===== config.mk =====
export PLATFORM = sky130hd
export DESIGN_NAME = soundex_encoder_flat
export DESIGN_NICKNAME = d
export VERILOG_FILES = /design/src/rtl/core/sdx_pkg.sv /design/src/rtl/core/sdx_if.sv /design/src/rtl/core/sdx_front.sv /design/src/rtl/core/sdx_queue.sv /design/src/rtl/core/sdx_back.sv /design/src/rtl/core/soundex_encoder.sv /design/src/flat_wrapper.sv
export VERILOG_INCLUDE_DIRS = /design/src /design/src/rtl/core
export SDC_FILE = /design/constraint.sdc
export NUM_CORES = 1
export LEC_CHECK = 0
export BUFFER_PORTS_ARGS = -buffer_cell sky130_fd_sc_hd__clkbuf_2
export CORE_MARGIN = 2
export CORE_UTILIZATION = 58
export CTS_CLUSTER_DIAMETER = 80
export DETAILED_ROUTE_END_ITERATION = 6
export PLACE_DENSITY = 0.9
export SYNTH_ARGS = -nofsm -noshare
export SYNTH_HDL_FRONTEND = slang
export SYNTH_SLANG_ARGS = --single-unit

===== constraint.sdc =====
create_clock -name clock -period 2.7 [get_ports clock]
set_input_delay 0.405 -clock clock [delete_from_list [all_inputs] [get_ports clock]]
set_output_delay 0.405 -clock clock [all_outputs]
set_load 0.01 [all_outputs]

===== src/rtl/core/soundex_encoder_macros.svh =====
// ----------------------------------------------------------------------------
// soundex_encoder_macros
// Assertion helpers for the soundex encoder.
// ----------------------------------------------------------------------------
// both sample on the rising edge of clock and are off while reset is high
`ifndef SOUNDEX_ENCODER_MACROS_SVH
`define SOUNDEX_ENCODER_MACROS_SVH

// consequent checked in the same cycle
`define SDX_ASSERT_SAME(label, ante, cons) \
   label: assert property (@(posedge clock) disable iff (reset) (ante) |-> (cons)) \
      else $error("sdx assertion failed");

// consequent checked in the cycle after the antecedent
`define SDX_ASSERT_NEXT(label, ante, cons) \
   label: assert property (@(posedge clock) disable iff (reset) (ante) |=> (cons)) \
      else $error("sdx assertion failed");

`endif


===== src/rtl/core/sdx_pkg.sv =====
`timescale 1ns / 1ps
// ----------------------------------------------------------------------------
// sdx_pkg
// Shared constants, types and the byte classifier of the soundex encoder.
// ----------------------------------------------------------------------------
package sdx_pkg;

   localparam int CODE_CHARS = 4;
   localparam int CNT_W      = $clog2(CODE_CHARS + 1);

   localparam logic [7:0] CHAR_ZERO = 8'h30;
   localparam logic [7:0] CHAR_ONE  = 8'h31;
   localparam logic [7:0] CHAR_TWO  = 8'h32;
   localparam logic [7:0] CHAR_THREE = 8'h33;
   localparam logic [7:0] CHAR_FOUR = 8'h34;
   localparam logic [7:0] CHAR_FIVE = 8'h35;
   localparam logic [7:0] CHAR_SIX  = 8'h36;

   // kind of a classified word
   localparam logic [1:0] KIND_TERM  = 2'd0;
   localparam logic [1:0] KIND_SKIP  = 2'd1;
   localparam logic [1:0] KIND_DIGIT = 2'd2;
   localparam logic [1:0] KIND_OTHER = 2'd3;

   typedef struct packed {
      logic [1:0] kind;
      logic [7:0] lowered;
      logic [7:0] digit;
   } item_type;

   function automatic item_type classify(input logic [7:0] sym);
      item_type   it;
      logic [7:0] low;
      low = ((sym >= 8'h41) && (sym <= 8'h5a)) ? (sym + 8'd32) : sym;
      it.lowered = low;
      it.digit   = CHAR_ZERO;
      it.kind    = KIND_OTHER;
      if (sym == 8'h00) begin
         it.kind = KIND_TERM;
      end else begin
         unique case (low)
            "a", "e", "h", "i", "o", "u", "w", "y": it.kind = KIND_SKIP;
            "b", "f", "p", "v": begin
               it.kind  = KIND_DIGIT;
               it.digit = CHAR_ONE;
            end
            "c", "g", "j", "k", "q", "s", "x", "z": begin
               it.kind  = KIND_DIGIT;
               it.digit = CHAR_TWO;
            end
            "d", "t": begin
               it.kind  = KIND_DIGIT;
               it.digit = CHAR_THREE;
            end
            "l": begin
               it.kind  = KIND_DIGIT;
               it.digit = CHAR_FOUR;
            end
            "m", "n": begin
               it.kind  = KIND_DIGIT;
               it.digit = CHAR_FIVE;
            end
            "r": begin
               it.kind  = KIND_DIGIT;
               it.digit = CHAR_SIX;
            end
            default: it.kind = KIND_OTHER;
         endcase
      end
      return it;
   endfunction

endpackage


===== src/rtl/core/sdx_if.sv =====
`timescale 1ns / 1ps
// ----------------------------------------------------------------------------
// sdx_if
// Valid/ready channels of the soundex encoder: input bytes and result codes.
// ----------------------------------------------------------------------------
interface sdx_req_if;
   logic       valid;
   logic       ready;
   logic [7:0] symbol;

   modport source (output valid, output symbol, input ready);
   modport sink   (input valid, input symbol, output ready);
endinterface

interface sdx_rsp_if;
   logic       valid;
   logic       ready;
   logic [7:0] code_0;
   logic [7:0] code_1;
   logic [7:0] code_2;
   logic [7:0] code_3;
   logic [2:0] code_length;

   modport source (output valid, output code_0, output code_1, output code_2,
                   output code_3, output code_length, input ready);
   modport sink   (input valid, input code_0, input code_1, input code_2,
                   input code_3, input code_length, output ready);
endinterface


===== src/rtl/core/sdx_front.sv =====
`timescale 1ns / 1ps
// ----------------------------------------------------------------------------
// sdx_front
// Accepts input words, classifies each byte and registers the result.
// ----------------------------------------------------------------------------
module sdx_front (
   input  logic              clock,
   input  logic              reset,
   sdx_req_if.sink           req_if,
   output logic              push_valid,
   input  logic              push_ready,
   output sdx_pkg::item_type push_item
);

   logic              valid_ff, valid_in;
   sdx_pkg::item_type item_ff, item_in;
   logic              take;

   assign req_if.ready = !valid_ff || push_ready;
   assign take         = req_if.valid && req_if.ready;

   always_comb begin
      item_in  = item_ff;
      valid_in = valid_ff;
      if (take) begin
         item_in  = sdx_pkg::classify(req_if.symbol);
         valid_in = 1'b1;
      end else if (push_ready) begin
         valid_in = 1'b0;
      end
   end

   always_ff @(posedge clock) begin
      if (reset) begin
         valid_ff <= 1'b0;
      end else begin
         valid_ff <= valid_in;
      end
      item_ff <= item_in;
   end

   assign push_valid = valid_ff;
   assign push_item  = item_ff;

endmodule


===== src/rtl/core/sdx_queue.sv =====
`timescale 1ns / 1ps
// ----------------------------------------------------------------------------
// sdx_queue
// Two-entry queue of classified words between front and back.
// ----------------------------------------------------------------------------
module sdx_queue (
   input  logic              clock,
   input  logic              reset,
   input  logic              push_valid,
   output logic              push_ready,
   input  sdx_pkg::item_type push_item,
   output logic              pop_valid,
   input  logic              pop_ready,
   output sdx_pkg::item_type pop_item
);

   sdx_pkg::item_type mem_ff [2];
   logic              wr_ptr_ff, wr_ptr_in;
   logic              rd_ptr_ff, rd_ptr_in;
   logic [1:0]        count_ff, count_in;
   logic              push, pop;

   assign push_ready = (count_ff != 2'd2);
   assign pop_valid  = (count_ff != 2'd0);
   assign pop_item   = mem_ff[rd_ptr_ff];
   assign push       = push_valid && push_ready;
   assign pop        = pop_valid && pop_ready;

   always_comb begin
      wr_ptr_in = push ? !wr_ptr_ff : wr_ptr_ff;
      rd_ptr_in = pop ? !rd_ptr_ff : rd_ptr_ff;
      count_in  = count_ff + {1'b0, push} - {1'b0, pop};
   end

   always_ff @(posedge clock) begin
      if (reset) begin
         wr_ptr_ff <= 1'b0;
         rd_ptr_ff <= 1'b0;
         count_ff  <= 2'd0;
      end else begin
         wr_ptr_ff <= wr_ptr_in;
         rd_ptr_ff <= rd_ptr_in;
         count_ff  <= count_in;
      end
      if (push) begin
         mem_ff[wr_ptr_ff] <= push_item;
      end
   end

endmodule


===== src/rtl/core/sdx_back.sv =====
`timescale 1ns / 1ps
`include "soundex_encoder_macros.svh"
// ----------------------------------------------------------------------------
// sdx_back
// Builds the code from classified words and holds the finished result.
// ----------------------------------------------------------------------------
module sdx_back (
   input  logic              clock,
   input  logic              reset,
   input  logic              pop_valid,
   output logic              pop_ready,
   input  sdx_pkg::item_type pop_item,
   sdx_rsp_if.source         rsp_if
);

   logic [7:0]                store_ff [sdx_pkg::CODE_CHARS];
   logic [7:0]                store_in [sdx_pkg::CODE_CHARS];
   logic [7:0]                pad_store [sdx_pkg::CODE_CHARS];
   logic [sdx_pkg::CNT_W-1:0] count_ff, count_in, pad_count;
   logic                      frozen_ff, frozen_in;
   logic                      out_valid_ff, out_valid_in;
   logic [7:0]                code_ff [4];
   logic [7:0]                code_in [4];
   logic [2:0]                len_ff, len_in;
   logic [7:0]                last_char;
   logic                      is_term, out_free, pop, pop_term, pad;

   assign is_term   = (pop_item.kind == sdx_pkg::KIND_TERM);
   assign out_free  = !out_valid_ff || rsp_if.ready;
   assign pop_ready = !is_term || out_free;
   assign pop       = pop_valid && pop_ready;
   assign pop_term  = pop && is_term;
   assign pad       = (count_ff != '0) && !frozen_ff;

   always_comb begin
      last_char = '0;
      for (int k = 0; k < sdx_pkg::CODE_CHARS; k++) begin
         if (k + 1 == int'(count_ff)) begin
            last_char = store_ff[k];
         end
      end
      for (int k = 0; k < sdx_pkg::CODE_CHARS; k++) begin
         pad_store[k] = (pad && (k >= int'(count_ff))) ? sdx_pkg::CHAR_ZERO : store_ff[k];
      end
      pad_count = pad ? sdx_pkg::CNT_W'(sdx_pkg::CODE_CHARS) : count_ff;
   end

   always_comb begin
      store_in  = store_ff;
      count_in  = count_ff;
      frozen_in = frozen_ff;
      if (pop) begin
         priority if (is_term) begin
            for (int k = 0; k < sdx_pkg::CODE_CHARS; k++) begin
               store_in[k] = '0;
            end
            count_in  = '0;
            frozen_in = 1'b0;
         end else if (count_ff == '0) begin
            store_in[0] = pop_item.lowered;
            count_in    = sdx_pkg::CNT_W'(1);
         end else if (frozen_ff) begin
            frozen_in = 1'b1;
         end else if (pop_item.kind == sdx_pkg::KIND_OTHER) begin
            frozen_in = 1'b1;
         end else if (pop_item.kind == sdx_pkg::KIND_DIGIT) begin
            // equal digits merge, also across skipped letters
            if ((int'(count_ff) < sdx_pkg::CODE_CHARS) && (last_char != pop_item.digit)) begin
               for (int k = 0; k < sdx_pkg::CODE_CHARS; k++) begin
                  if (k == int'(count_ff)) begin
                     store_in[k] = pop_item.digit;
                  end
               end
               count_in = count_ff + sdx_pkg::CNT_W'(1);
            end
         end else begin
            count_in = count_ff;
         end
      end
   end

   always_comb begin
      for (int k = 0; k < 4; k++) begin
         code_in[k] = code_ff[k];
         if (pop_term) begin
            code_in[k] = (k < sdx_pkg::CODE_CHARS) ? pad_store[k] : 8'h00;
         end
      end
      len_in = len_ff;
      if (pop_term) begin
         len_in = (int'(pad_count) > 7) ? 3'd7 : 3'(pad_count);
      end
      out_valid_in = pop_term ? 1'b1 : (rsp_if.ready ? 1'b0 : out_valid_ff);
   end

   always_ff @(posedge clock) begin
      if (reset) begin
         for (int k = 0; k < sdx_pkg::CODE_CHARS; k++) begin
            store_ff[k] <= '0;
         end
         count_ff     <= '0;
         frozen_ff    <= 1'b0;
         out_valid_ff <= 1'b0;
      end else begin
         store_ff     <= store_in;
         count_ff     <= count_in;
         frozen_ff    <= frozen_in;
         out_valid_ff <= out_valid_in;
      end
      code_ff <= code_in;
      len_ff  <= len_in;
   end

   assign rsp_if.valid       = out_valid_ff;
   assign rsp_if.code_0      = code_ff[0];
   assign rsp_if.code_1      = code_ff[1];
   assign rsp_if.code_2      = code_ff[2];
   assign rsp_if.code_3      = code_ff[3];
   assign rsp_if.code_length = len_ff;

   `SDX_ASSERT_SAME(a_count_bound, 1'b1, int'(count_ff) <= sdx_pkg::CODE_CHARS)
   `SDX_ASSERT_SAME(a_frozen_needs_first, frozen_ff, count_ff != '0)
   `SDX_ASSERT_NEXT(a_term_clears, pop_term, (count_ff == '0) && !frozen_ff)
   `SDX_ASSERT_NEXT(a_term_loads_out, pop_term, out_valid_ff)

endmodule


===== src/rtl/core/soundex_encoder.sv =====
`timescale 1ns / 1ps
// ----------------------------------------------------------------------------
// soundex_encoder
// Streaming phonetic encoder: one byte per word, a zero byte ends the string.
// ----------------------------------------------------------------------------
// a result is loaded into the back's output register after its terminating byte passes the front register and the queue
// throughput: one byte per cycle unless a held result stalls a terminator, set by the code update in the back
// a held result stalls only terminators at the back; bytes behind one then wait in the queue and the front
// reset: synchronous, clears the code, the queue and the output valid flag
module soundex_encoder (
   input  logic       clock,
   input  logic       reset,
   sdx_req_if.sink    req_if,
   sdx_rsp_if.source  rsp_if
);

   logic              push_valid, push_ready;
   sdx_pkg::item_type push_item;
   logic              pop_valid, pop_ready;
   sdx_pkg::item_type pop_item;

   sdx_front u_front (
      .clock      (clock),
      .reset      (reset),
      .req_if     (req_if),
      .push_valid (push_valid),
      .push_ready (push_ready),
      .push_item  (push_item)
   );

   sdx_queue u_queue (
      .clock      (clock),
      .reset      (reset),
      .push_valid (push_valid),
      .push_ready (push_ready),
      .push_item  (push_item),
      .pop_valid  (pop_valid),
      .pop_ready  (pop_ready),
      .pop_item   (pop_item)
   );

   sdx_back u_back (
      .clock     (clock),
      .reset     (reset),
      .pop_valid (pop_valid),
      .pop_ready (pop_ready),
      .pop_item  (pop_item),
      .rsp_if    (rsp_if)
   );

endmodule


===== src/flat_wrapper.sv =====
// flat-port wrapper written by rule: the top's interface ports become plain ports
module soundex_encoder_flat 
  (clock, reset, req_if_valid, req_if_symbol, req_if_ready, rsp_if_valid, rsp_if_code_0, rsp_if_code_1, rsp_if_code_2, rsp_if_code_3, rsp_if_code_length, rsp_if_ready);
  sdx_req_if req_if_i ();
  sdx_rsp_if rsp_if_i ();
  input  logic clock;
  input  logic reset;
  input wire logic [$bits(req_if_i.valid)-1:0] req_if_valid;
  input wire logic [$bits(req_if_i.symbol)-1:0] req_if_symbol;
  output wire logic [$bits(req_if_i.ready)-1:0] req_if_ready;
  output wire logic [$bits(rsp_if_i.valid)-1:0] rsp_if_valid;
  output wire logic [$bits(rsp_if_i.code_0)-1:0] rsp_if_code_0;
  output wire logic [$bits(rsp_if_i.code_1)-1:0] rsp_if_code_1;
  output wire logic [$bits(rsp_if_i.code_2)-1:0] rsp_if_code_2;
  output wire logic [$bits(rsp_if_i.code_3)-1:0] rsp_if_code_3;
  output wire logic [$bits(rsp_if_i.code_length)-1:0] rsp_if_code_length;
  input wire logic [$bits(rsp_if_i.ready)-1:0] rsp_if_ready;
  assign req_if_i.valid = req_if_valid;
  assign req_if_i.symbol = req_if_symbol;
  assign req_if_ready = req_if_i.ready;
  assign rsp_if_valid = rsp_if_i.valid;
  assign rsp_if_code_0 = rsp_if_i.code_0;
  assign rsp_if_code_1 = rsp_if_i.code_1;
  assign rsp_if_code_2 = rsp_if_i.code_2;
  assign rsp_if_code_3 = rsp_if_i.code_3;
  assign rsp_if_code_length = rsp_if_i.code_length;
  assign rsp_if_i.ready = rsp_if_ready;
  soundex_encoder u_core (.clock(clock), .reset(reset), .req_if(req_if_i), .rsp_if(rsp_if_i));
endmodule

==> impl_metrics.tcl <==
set metrics [dict create \
    finalWirelength_mm 8.10 \
    critical_path.top_delay_family "compound AO/OA/AOI/OAI gates" \
    drv_slew 0 \
    grt_overflow_total 0 \
    path_buf_inv 1 \
    synth_seq_area_share 0.571 \
    crit_top_cell "a221o_1" \
    setup_viol 0 \
    root_buffer "clkbuf_8" \
    netlist_instances 376 \
    drive_above_1_share 0.235 \
    critical-path-max-stage-delay_ns 0.45 \
    period_share 0.935 \
    dp.cells 504 \
    worst_slack_ns 0.174 \
    finalSetupTns_ns 0 \
    grt_setup_unrepaired "no" \
    final_cell_mix "62 x edfxtp_1, 39 x clkbuf_2, 32 x nor2_1, 31 x dfxtp_1, 17 x nor2b_1" \
    ys_warn_count 0 \
    synth_top_area_frac 0.428 \
    drcViolationCount 0 \
    start_kind "flop" \
    ctsHoldBuffers 0 \
    final-hold-violation-count 0 \
    fin_nets 436 \
    worstMarginPinSlew_ns 0.613 \
    netlist_area_um2 4350 \
    vias 2982 \
    start_util 0.600 \
    clk_pin_slew_ns 0.10 \
    fmax_mhz 396 \
    arrival_ns 2.76 \
    ctsResizeCount 0 \
    synth_area_leaders "edfxtp_1 43%, dfxtp_1 14%, mux2_2 3.1%" \
    hpwlAfterDp_mm 5.88 \
    p_per_area_nw_per_um2 793 \
    critPathKind "reg2reg" \
    grt_pass1_wl_mm 13.6 \
    power.leakage_nw 1.80 \
    fin_cells 520 \
    rows 31 \
    grt_antenna_before_repair 0 \
    numPortBuffers 39 \
    ys_async_sr_fraction 0 \
    ys.flop_type "edfxtp_1" \
    drtIter0Drc 218 \
    crit_fanout 13 \
    dpl_cell_area_um2 4590 \
    routedWlPerCell_um 15.6 \
    track_usage 0.207 \
    htreeDepth 3 \
    gp_congestion 0.917 \
    dp_worst_setup_slack_ns 0.229 \
    crit_path_top_delay_cell "dfxtp_1" \
    crit_required_ns 2.94 \
    grt_max_degree 24 \
    clock-sinks 93 \
    hp-class "in2reg" \
    grtUsageMet3 0.0426 \
    fillers 534 \
    fin_area_um2 4780 \
    synth_edf_count 62 \
    max-vdd-ir-drop_uv 492 \
    ioPinCount 49 \
    busiest_layer "met2" \
    cts_tree "yes" \
    final_common_cell "edfxtp_1" \
    grt_util_met2 0.349 \
    ys_types 64 \
    detail_route.first_pass.iterations 4 \
    diodes 0 \
    cts_max_path_buffers 2 \
    max-cap-violations 0 \
    vias_per_cell 5.73 \
    avgSynthCellArea_um2 11.6 \
    synth_top_area_cell "edfxtp_1" \
    core_um2 7250 \
    area_growth_pct 9.95 \
    path_cells "inv_1, ha_1, a21o_1, a221o_1, a221o_1, o2111a_4, o211ai_1, o21ai_1" \
    die_height_um 90.6 \
    grt_pass1_vias 2870 \
    grt_util_met1 0.265 \
    cts-buffers-inserted 9 \
    clk_latency_ns 0.36 \
    status "finished, final reports clean" \
    ys_ff_latch 93 \
    relSlewSlack 0.592 \
    postCtsSetupBuffers 0 \
    die-area_um2 8210 \
    fin_skew_ns 0.00999 \
    die_x_um 90.6 \
    cp-end-kind "flop" \
    fin_crit_ns 2.53 \
    antenna_left 0 \
]
## state kept, by name, indices dropped and copies added (netlist names), 3 cells and up, named ones only
name                              flops
u_core.u_back.rsp_if.code_length      3
u_core.u_back.rsp_if.code_3           4
u_core.u_back.rsp_if.code_1           4
u_core.u_back.rsp_if.code_2           4
u_core.u_back.rsp_if.code_0           8
u_core.u_back.store_ff               20
u_core.u_queue.mem_ff                26
u_core.u_back.count_ff                3
u_core.u_front.push_item             13
## final timing paths
check	startpoint	endpoint	slack [ns]	cells past startpoint
max	u_core.u_back.count_ff[1]	u_core.u_back.store_ff[16]	0.17	8
max reg2reg	u_core.u_back.count_ff[1]	u_core.u_back.store_ff[16]	0.17	8
min reg2reg	u_core.u_front.push_item[9]	u_core.u_queue.mem_ff[0][4]	0.45	0
min	req_if_valid	u_core.u_front.push_valid	0.26	3
## layer usage
layer  wire length, um  vias to the layer above
li1                  -                     1471
met1              3510                     1384
met2              3920                      116
met3               502                       11
met4               165                        0
met5                 0                        -
## logic make-up after synthesis
kind of cell,count (synthesis),share of synthesized area
buffers and inverters,40,0.0503
other,1,0.000862
multiplexers,14,0.0357
flip-flops,93,0.571
AND/OR/NAND/NOR,128,0.162
AO/OA/AOI/OAI,88,0.149
adder cells (fa/ha/maj),8,0.0230
XOR/XNOR,4,0.00806
## where the power goes
part	internal, mW	total, mW	switching (mW)
Clock	0.357	0.867	0.509
Combinational	0.438	1.09	0.653
Sequential	1.72	1.83	0.111
## synthesized netlist by cell type, drive strengths merged (3+ instances only)
cell / n
a22oi: 10
o211a: 3
nor2: 34
nor3b: 3
a21o: 3
dfxtp: 31
edfxtp: 62
and3: 7
nand2b: 6
a31oi: 4
clkbuf: 5
o211ai: 7
a211oi: 3
nand3: 14
buf: 21
nand2: 15
a221o: 5
or2: 7
nor2b: 17
inv: 13
nor3: 9
ha: 8
a21oi: 15
nand3b: 3
o21ai: 18
mux2: 12
and2: 6
o22ai: 4
## area by class of cell
class | instances | area [um2] | area share
clock inverter | 7 | 63.8 | 0.0133
inverter | 14 | 52.6 | 0.0110
multi-input combinational | 251 | 1680 | 0.351
sequential | 93 | 2480 | 0.519
clock buffer | 9 | 124 | 0.0259
tap | 99 | 124 | 0.0259
timing repair buffer | 47 | 255 | 0.0534
## stage by stage
stage / hold slack [ns] / total power, mW / utilization
after floorplan: 0.421 / 2.65 / -
after global placement: 0.424 / 2.92 / 0.633
after detailed placement: 0.430 / 2.94 / 0.633
after CTS: 0.257 / 3.81 / 0.659
after global routing: 0.271 / 4.02 / 0.659
final: 0.261 / 3.79 / 0.659
## tightest hold or removal path, cell delays in order
cell      delay, ns
clkbuf_2       0.08
inv_1          0.04
a21oi_1        0.05
(Power assumes the default switching activity.)
